<file path="src/hdl/pwfe_pkg.sv">
package pwfe_pkg;

    typedef struct packed {
        logic [7:0] data_byte;
        logic       last_byte;
    } t_in_item;

    typedef struct packed {
        logic [7:0] line_byte;
        logic       last_of_run;
        logic       frame_end;
    } t_out_item;

    localparam int unsigned STEP_W = 5;

    localparam logic [STEP_W-1:0] STEP_PREAMBLE = 5'd0;
    localparam logic [STEP_W-1:0] STEP_DATA     = 5'd6;
    localparam logic [STEP_W-1:0] STEP_DATA_END = 5'd13;
    localparam logic [STEP_W-1:0] STEP_PARITY   = 5'd14;
    localparam logic [STEP_W-1:0] STEP_TAIL     = 5'd15;
    localparam logic [STEP_W-1:0] STEP_STOP     = 5'd16;
    localparam logic [STEP_W-1:0] STEP_END      = 5'd20;

    localparam logic [7:0] PAT_ONE   = 8'hC0;
    localparam logic [7:0] PAT_ZERO  = 8'hFC;
    localparam logic [3:0] CARRY_RST = 4'hC;
    localparam logic [3:0] TAIL_NIB  = 4'hF;

    function automatic logic [7:0] preamble_byte(input logic [2:0] idx);
        logic [7:0] b;
        case (idx)
            3'd0: b = 8'h00;
            3'd1: b = 8'hFF;
            3'd2: b = 8'hFF;
            3'd3: b = 8'hFC;
            3'd4: b = 8'hFF;
            3'd5: b = 8'h83;
            default: b = 8'h00;
        endcase
        return b;
    endfunction

    function automatic logic [7:0] stop_byte(input logic [2:0] idx);
        logic [7:0] b;
        case (idx)
            3'd0: b = 8'hFF;
            3'd1: b = 8'hFF;
            default: b = 8'h00;
        endcase
        return b;
    endfunction

endpackage

</file>
<file path="src/hdl/pulse_width_frame_encoder_top.sv">
// the input item is registered first, then each line byte is built from it and registered before it is offered
// one line byte per cycle while the receiver does not stall; a middle byte gives one line byte per data bit,
// an opening byte adds the preamble, a closing byte adds parity, tail and stop bytes (step counter)
// the next input transfer is taken in the cycle the last line byte is registered
// reset: synchronous active-low, returns to idle outside a frame, carry nibble C
module pulse_width_frame_encoder_top (
    input  logic                i_clk,
    input  logic                i_rst_n,
    input  logic                i_in_valid,
    output logic                o_in_ready,
    input  pwfe_pkg::t_in_item  i_in_item,
    output logic                o_out_valid,
    input  logic                i_out_ready,
    output pwfe_pkg::t_out_item o_out_item
);

    logic                          r_busy;
    logic                          r_in_frame;
    logic [7:0]                    r_data;
    logic                          r_last;
    logic [pwfe_pkg::STEP_W-1:0]   r_step;
    logic [3:0]                    r_carry;
    logic                          r_parity;
    logic                          r_out_valid;
    pwfe_pkg::t_out_item           r_out;

    logic                          fire;
    logic                          at_end;
    logic                          final_fire;
    logic                          accept;
    logic                          open_new;
    logic [pwfe_pkg::STEP_W-1:0]   end_step;
    logic [7:0]                    pat;
    logic                          use_pat;
    logic                          bit_val;
    logic [7:0]                    n_byte;
    logic [3:0]                    n_carry;
    logic                          n_parity;

    assign end_step   = r_last ? pwfe_pkg::STEP_END : pwfe_pkg::STEP_DATA_END;
    assign at_end     = r_step == end_step;
    assign fire       = r_busy && (!r_out_valid || i_out_ready);
    assign final_fire = fire && at_end;
    assign o_in_ready = !r_busy || final_fire;
    assign accept     = i_in_valid && o_in_ready;
    assign open_new   = !r_in_frame || (final_fire && r_last);
    assign bit_val    = r_data[3'(pwfe_pkg::STEP_DATA_END - r_step)];

    always_comb begin
        pat      = pwfe_pkg::PAT_ZERO;
        use_pat  = 1'b0;
        n_parity = r_parity;
        n_byte   = 8'h00;
        if (r_step < pwfe_pkg::STEP_DATA) begin
            n_byte = pwfe_pkg::preamble_byte(r_step[2:0]);
        end else if (r_step <= pwfe_pkg::STEP_DATA_END) begin
            use_pat  = 1'b1;
            pat      = bit_val ? pwfe_pkg::PAT_ONE : pwfe_pkg::PAT_ZERO;
            n_parity = r_parity ^ bit_val;
        end else if (r_step == pwfe_pkg::STEP_PARITY) begin
            use_pat = 1'b1;
            pat     = r_parity ? pwfe_pkg::PAT_ZERO : pwfe_pkg::PAT_ONE;
        end else if (r_step == pwfe_pkg::STEP_TAIL) begin
            n_byte = {r_carry, pwfe_pkg::TAIL_NIB};
        end else begin
            n_byte = pwfe_pkg::stop_byte(3'(r_step - pwfe_pkg::STEP_STOP));
        end
        if (use_pat) begin
            n_byte  = {r_carry, pat[7:4]};
            n_carry = pat[3:0];
        end else begin
            n_carry = r_carry;
        end
    end

    always_ff @(posedge i_clk) begin
        if (!i_rst_n) begin
            r_busy      <= 1'b0;
            r_in_frame  <= 1'b0;
            r_step      <= pwfe_pkg::STEP_PREAMBLE;
            r_carry     <= pwfe_pkg::CARRY_RST;
            r_parity    <= 1'b0;
            r_out_valid <= 1'b0;
        end else begin
            if (fire) begin
                r_out_valid <= 1'b1;
            end else if (i_out_ready) begin
                r_out_valid <= 1'b0;
            end
            if (accept) begin
                r_busy     <= 1'b1;
                r_in_frame <= 1'b1;
                if (open_new) begin
                    r_step   <= pwfe_pkg::STEP_PREAMBLE;
                    r_carry  <= pwfe_pkg::CARRY_RST;
                    r_parity <= 1'b0;
                end else begin
                    r_step <= pwfe_pkg::STEP_DATA;
                    if (fire) begin
                        r_carry  <= n_carry;
                        r_parity <= n_parity;
                    end
                end
            end else if (fire) begin
                r_step <= r_step + 1'b1;
                if (at_end) begin
                    r_busy <= 1'b0;
                end
                if (at_end && r_last) begin
                    r_carry    <= pwfe_pkg::CARRY_RST;
                    r_parity   <= 1'b0;
                    r_in_frame <= 1'b0;
                end else begin
                    r_carry  <= n_carry;
                    r_parity <= n_parity;
                end
            end
        end
    end

    always_ff @(posedge i_clk) begin
        if (accept) begin
            r_data <= i_in_item.data_byte;
            r_last <= i_in_item.last_byte;
        end
        if (fire) begin
            r_out.line_byte   <= n_byte;
            r_out.last_of_run <= at_end;
            r_out.frame_end   <= at_end && r_last;
        end
    end

    assign o_out_valid = r_out_valid;
    assign o_out_item  = r_out;

    a_step_range: assert property (@(posedge i_clk) disable iff (!i_rst_n)
        r_busy |-> r_step <= pwfe_pkg::STEP_END)
        else $error("step counter beyond tail");

    a_busy_in_frame: assert property (@(posedge i_clk) disable iff (!i_rst_n)
        r_busy |-> r_in_frame)
        else $error("item in flight outside a frame");

    a_frame_end_run: assert property (@(posedge i_clk) disable iff (!i_rst_n)
        (o_out_valid && o_out_item.frame_end) |-> o_out_item.last_of_run)
        else $error("frame end without end of run");

    a_no_overlap: assert property (@(posedge i_clk) disable iff (!i_rst_n)
        (r_busy && !at_end) |-> !o_in_ready)
        else $error("input taken mid item");

    a_step_advance: assert property (@(posedge i_clk) disable iff (!i_rst_n)
        (fire && !at_end) |=> r_step == $past(r_step) + 1'b1)
        else $error("step counter skipped");

endmodule

</file>
<file path="config.mk">
export PLATFORM = sky130hd
export DESIGN_NAME = pulse_width_frame_encoder_top
export DESIGN_NICKNAME = d
export VERILOG_FILES = /design/src/hdl/pwfe_pkg.sv /design/src/hdl/pulse_width_frame_encoder_top.sv
export SDC_FILE = /design/constraint.sdc
export NUM_CORES = 1
export LEC_CHECK = 0
export ABC_CLOCK_PERIOD_IN_PS = 2460
export BUFFER_PORTS_ARGS = -buffer_cell sky130_fd_sc_hd__buf_4
export CAP_MARGIN = 10
export CORE_MARGIN = 8
export CORE_UTILIZATION = 55
export DETAILED_ROUTE_END_ITERATION = 10
export MAX_ROUTING_LAYER = met4
export PLACE_DENSITY = 0.87
export SETUP_SLACK_MARGIN = 0.5
export SYNTH_ARGS = -nofsm -noshare
export SYNTH_HDL_FRONTEND = slang
export SYNTH_SLANG_ARGS = --single-unit
</file>
<file path="constraint.sdc">
create_clock -name i_clk -period 2.46 [get_ports i_clk]
set_clock_uncertainty 0.1 [all_clocks]
set_input_delay 0.492 -clock i_clk [delete_from_list [all_inputs] [get_ports i_clk]]
set_output_delay 0.492 -clock i_clk [all_outputs]
set_load 0.05 [all_outputs]
</file>
==> metrics.md, run 1 <==
| Metric | Value |
|---|---|
| Synth Instances | `137` |
| Final Worst Setup Slack | `149 ps` |
| Detailed placement HPWL | `2350 µm` |
| Worst Path Max Fanout | `3` |
| Share of cells above drive strength 1 | `38.6%` |
| Pre-CTS setup slack | `241 ps` |
| Area share of the largest cell type after synthesis | `33.5%` |
| Max-cap violations | `0` |
| DP Cell Count | `188` |
| Worst Tran Pin Value | `426 ps` |
| Dominant cell type by area after synthesis | `edfxtp_1` |
| Unique masters post-synth | `47` |
| Initial antenna violation count | `0` |
| Setup CP Type | `flop to output pin` |
| FF+latch count, synth | `30` |
| FP Rows | `19` |
| EDFF count, synth | `17` |
| Status | `finished clean` |
| Post-Layout Cell Count | `207` |
| Final period utilization | `93.9%` |
| Worst vdd ir | `476 µV` |
| Post-DR wirelength/cell | `18.2 µm` |
| Share of total power in sequential cells | `50.2%` |
| Synth Cell Area | `0.00152 mm²` |
| Worst EP required | `1870 ps` |
| Final ANT Viol Nets | `0` |
| Reg clk slew, reported paths | `80 ps` |
| Worst hold path type | `primary input to flop` |
| Worst skew pair latency | `320 ps` |
| Unrepaired setup endpoints after global routing | `yes` |
| Ys flop type | `edfxtp_1` |
| CTS tree | `built` |
| Filler Cell Count | `176` |
| # H-tree levels | `2` |
| Synth warn | `0` |
| Initial Utilization | `56.7%` |
| Via count | `1242` |
| Dominant cells by area after synthesis | `edfxtp_1 34%, dfxtp_1 17%, ha_1 7.4%` |
| CTS sink cnt | `30` |
| N_diodes | `0` |
| Pre-Repair DR Iteration Count | `4` |
| Final setup fails | `0` |
| Minimum clock period | `2310 ps` |
| GRT Total Usage | `17.0%` |
| Post-Synthesis Net Count | `159` |
| Routability Congestion | `0.900` |
| CP Launch Type | `flop` |
| CTS max path bufs | `2` |
| Core area | `0.00269 mm²` |
| Combinational share of power | `25.8%` |
| Crit path capture type | `output pin` |
| Hold Slack | `247 ps` |
| CP Data Arrival Time | `1720 ps` |
| Syn avg cell area | `11.1 µm²` |
| Initial DRC count | `70` |
| Clock power frac | `24.0%` |
| Height of the die | `68.6 µm` |
| Root Buffer | `clkbuf_4` |
| Remaining Overflow, GRT | `0` |
| Max transition margin | `71.4%` |
| Post-route DRC | `0` |
| I/O pin count | `25` |
| Final hold vios | `0` |
| Leakage | `0.813 nW` |
| Die width | `68.6 µm` |
| Power density cells | `588 mW/mm²` |
| Internal power | `0.000821 W` |
| First-pass GRT wire length | `5710 µm` |
| F_max | `0.433 GHz` |
| Largest net degree at the start of global routing | `16` |
| Async SR Flop Fraction | `0%` |
| Post-DR vias/cell | `6.00` |
| Max-slew violation count | `0` |
| Switching Power | `0.000358 W` |
| Die ar. | `0.00471 mm²` |
| Final WL | `3770 µm` |
| Sw Ratio | `30.3%` |
| Area Overhead vs Synth | `31.6%` |
| CTS buffer count | `5` |
| Setup total negative slack | `0 ps` |
| Total Nets Final | `199` |
| Vias in the first global route | `1272` |
| Sequential-to-total area share from yosys stat | `50.6%` |
| Number of port buffers | `24` |
## kinds of logic (layout without fill, tap and decap cells)
logic type | after synthesis | after routing | synth area share, %
fa+ha+maj | 9 | 9 | 7.40
mux | 6 | 6 | 4.77
compound gates | 31 | 31 | 15.3
buf+inv | 15 | 54 | 4.85
flops | 30 | 30 | 50.6
xor+xnor | 2 | 2 | 1.15
simple gates | 44 | 44 | 15.9
## timing repair
item                       4_1_cts  5_1_grt
cloned                           0        1
buffers inserted                 7        5
setup endpoints to repair       23       23
gates resized for setup         20        9
hold buffers                     0        0
pin swaps                        7        4
## worst paths after layout
check                                        startpoint                 endpoint  slack, ps  depth (start not counted)
worst max register to register   r_step[1]$_SDFFE_PN0P_  o_out_item[8]$_DFFE_PP_        360                          6
worst min-delay path                       i_in_item[1]      r_data[0]$_DFFE_PN_        250                          1
worst max-delay path                   r_last$_DFFE_PN_               o_in_ready        150                          5
worst min register to register  r_carry[0]$_SDFFE_PN0P_  r_carry[0]$_SDFFE_PN0P_        380                          1
## worst max-delay path, stage by stage, from the launching register on
cell and delay, ps:
edfxtp_1 420, nand4bb_4 230, a2111oi_4 450, nor2_4 80, inv_4 80, buf_8 140
## synthesized netlist by cell type (all sizes together) (2+ instances only)
cell type	count
nand2	10
inv	8
nor3	5
mux2i	5
dfxtp	13
nor2	9
ha	9
nor3b	2
nand4bb	2
nand3b	2
a21oi	4
o211a	2
a31oi	2
buf	5
o21ai	9
o31a	3
edfxtp	17
nand3	4
nand2b	3
a21boi	2
## metal layers
metal / wire length (µm) / vias up / track usage [%]
met5: 0 / - / -
met4: 87 / 0 / 10.2
met3: 213 / 13 / 4.36
met2: 1980 / 53 / 30.5
met1: 1490 / 603 / 15.9
li1: - / 573 / -
## power groups by stage
stage               Combinational, W  Sequential (W)  Clock, W
floorplan                   0.000141        0.000646         0
global placement            0.000241        0.000604         0
detailed placement          0.000252        0.000607         0
CTS                         0.000278        0.000593  0.000285
global route                0.000322        0.000595  0.000308
finish                      0.000304        0.000592  0.000283
## placed cells by master, fill, tap and decap left out, drive strengths merged, types with 3 or more instances in the layout
cell	netlist	final
edfxtp	17	17
clkbuf	1	6
nand2b	3	3
nor2	9	9
o21ai	9	9
nor3	5	5
inv	8	9
nand2	10	10
ha	9	9
a21oi	4	4
buf	5	39
nand3	4	4
o31a	3	3
dfxtp	13	13
mux2i	5	5
## metrics by stage
stage / instance area (µm²) / power [W] / utilization, %
4_1_cts: 1930 / 0.00116 / 71.9
3_3_place_gp: 1740 / 0.000845 / 64.8
6_report: 2000 / 0.00118 / 74.6
5_1_grt: 2000 / 0.00122 / 74.6
2_1_floorplan: 1550 / 0.000786 / -
3_5_place_dp: 1740 / 0.000859 / 64.8
## state kept, by name (all words and copies together), names as in the netlist
| signal | cells |
|---|---|
| r_in_frame | 1 |
| r_step | 5 |
| r_busy | 1 |
| o_out_item | 8 |
| r_data | 8 |
| r_carry | 4 |
| r_last | 1 |
| r_parity | 1 |
| o_out_valid | 1 |
## final cells by class
class	count	area, µm²	area share, %
Sequential cell	30	786	39.2
Inverter	9	36.3	1.81
Multi-Input combinational cell	92	769	38.4
Timing Repair Buffer	39	323	16.1
Clock buffer	6	51.3	2.56
Tap cell	31	38.8	1.94
Note: power is estimated with default switching activity, not from simulation.
==> inputs of run 2 (changes only) <==
Settings changed: ABC_CLOCK_PERIOD_IN_PS 2460 to 2400, CORE_UTILIZATION 55 to 58, CTS_BUF_LIST set to sky130_fd_sc_hd__clkbuf_4, PLACE_DENSITY 0.87 to 0.91.
Clock period 2.46 ns to 2.4 ns, I/O delays scaled along.
==> metrics.md, run 2 (synthesized netlist as in run 1, its figures left out) <==
| Metric | Value |
|---|---|
| Status | `finished clean` |
| Core area | `0.00248 mm² (-7.8%)` |
| DP Cell Count | `186 (-1.1%)` |
| Final WL | `4010 µm (+6.4%)` |
| Via count | `1326 (+6.8%)` |
| Post-route DRC | `0 (unchanged)` |
| Largest net degree at the start of global routing | `16 (unchanged)` |
| Area of the multi-input gates | `778 µm² (+1.1%)` |
| Root Buffer | `clkbuf_4` |
| Hold Startpoint | `i_in_item[6]` |
| Power density cells | `609 mW/mm² (+3.5%)` |
| Pre-Repair DR Iteration Count | `4 (unchanged)` |
| Vias in the first global route | `1244 (-2.2%)` |
| Detailed placement HPWL | `2250 µm (-4.2%)` |
| First-pass GRT wire length | `5590 µm (-2.2%)` |
| Worst Path Max Fanout | `4 (+1)` |
| Reg clk slew, reported paths | `80 ps (about the same)` |
| Max-cap violations | `0 (unchanged)` |
| Max-slew violation count | `0 (unchanged)` |
| Minimum clock period | `2310 ps` |
| Worst hold path type | `primary input to flop` |
| Worst r2r src | `r_last$_DFFE_PN_` |
| Largest stage delay, worst path | `440 ps (about the same)` |
| Commonest non-fill, non-tap cell in the layout | `buf_4` |
| Final core occ | `82.7% (+8.1 points)` |
| Hold Buf Count CTS | `0 (unchanged)` |
| Filler Cell Count | `119 (-32%)` |
| Share of cells above drive strength 1 | `42.2% (+3.6 points)` |
| Worst Tran Pin Value | `456 ps (+29.2 ps)` |
| Total Nets Final | `201 (+1.0%)` |
| Final hold vios | `0 (unchanged)` |
| CTS buffer count | `5 (unchanged)` |
| Unrepaired setup endpoints after global routing | `yes` |
| Register area | `783 µm² (-0.32%)` |
| Die width | `67.2 µm (-2.0%)` |
| Initial antenna violation count | `0 (unchanged)` |
| Max transition margin | `69.4% (-2.1 points)` |
| F_max | `0.432 GHz` |
| I/O pin count | `25 (unchanged)` |
| CTS sink cnt | `30 (unchanged)` |
| GRT Total Usage | `17.4% (+0.36 points)` |
| Crit path capture type | `output pin` |
| CTS tree | `built` |
| FP Rows | `18 (-1)` |
| Post-DR wirelength/cell | `19.1 µm (+4.9%)` |
| Final period utilization | `96.4%` |
| Remaining Overflow, GRT | `0 (unchanged)` |
| Setup CP Type | `flop to output pin` |
| Area Overhead vs Synth | `34.6%` |
| Worst EP required | `1820 ps (-50 ps)` |
| Worst skew pair latency | `330 ps (about the same)` |
| Final ANT Viol Nets | `0 (unchanged)` |
| # H-tree levels | `2 (unchanged)` |
| Critical path origin | `r_last$_DFFE_PN_` |
| CP Data Arrival Time | `1730 ps (about the same)` |
| Commonest cells after routing, fill and taps aside | `35 x buf_4, 17 x edfxtp_1, 10 x nand2_1` |
| N_diodes | `0 (unchanged)` |
| Critical path's slowest cell | `a2111oi_4` |
| Height of the die | `67.2 µm (-2.0%)` |
| Initial DRC count | `112 (+60%)` |
| Post-DR vias/cell | `6.31 (+5.2%)` |
| CTS max path bufs | `2 (unchanged)` |
| Post-Layout Cell Count | `210 (+1.4%)` |
| Leakage | `0.832 nW (+2.4%)` |
| Final setup fails | `0 (unchanged)` |
| Worst vdd ir | `551 µV (+16%)` |
| Number of port buffers | `24 (unchanged)` |
| Routability Congestion | `0.853 (-5.2%)` |
| Die ar. | `0.00452 mm² (-4.0%)` |
| Worst path cell trace | `buf_6 > nand4bb_4 > a2111oi_4 > nor2_4 > clkinv_4 > buf_8` |
| Initial Utilization | `61.5% (+4.8 points)` |
| CP Launch Type | `flop` |
run 2: final cells by class:
type,count,share of cell area (%)
Timing Repair Buffer,41,17.2
Clock buffer,8,2.93
Multi-Input combinational cell,92,38.0
Sequential cell,30,38.2
Inverter,9,1.89
Tap cell,30,1.83
run 2: where the power goes:
group / switching [W] / internal, W / leakage (nW)
registers: 0.0000232 / 0.000584 / 0.274
clock network: 0.000165 / 0.000150 / 0.0368
logic: 0.000193 / 0.000132 / 0.522
total: 0.000381 / 0.000866 / 0.832
run 2: path summary, 6_finish.rpt:
kind                        endpoint  slack [ps]  cells past startpoint
max                       o_in_ready          90                      6
min reg2reg  r_carry[1]$_SDFFE_PN0P_         380                      1
min              r_data[5]$_DFFE_PN_         220                      1
max reg2reg      r_data[3]$_DFFE_PN_         270                      8
run 2: critical path: cells and delay by family (launching register included):
kind	cells	cell delay [ps]
compound gates	1	440
flops	1	430
simple gates	2	210
buf+inv	3	330
run 2: timing repair:
action,4_1_cts,5_1_grt
pin swaps,5,7
setup buffers,10,6
setup endpoints to repair,26,26
resized for setup,19,9
run 2: metrics by stage:
stage | setup TNS, ps | worst slack [ps] | cell area [µm²] | total power [W] | hold WS (ps)
after floorplan | 0 | 448 | 1550 | 0.000806 | 358
after global placement | 0 | 308 | 1730 | 0.000864 | 366
after detailed placement | 0 | 232 | 1730 | 0.000877 | 375
after CTS | 0 | 71.3 | 1960 | 0.00122 | 210
after global routing | -10.4 | -10.4 | 2050 | 0.00130 | 194
final | 0 | 85.6 | 2050 | 0.00125 | 224
run 2: layer usage:
metal / share of wire, % / vias to the layer above / GRT usage (%)
li1: - / 587 / -
met4: 5.8 / 0 / 13.3
met3: 8.0 / 30 / 6.62
met5: 0 / - / -
met2: 50 / 84 / 28.4
met1: 37 / 625 / 16.2
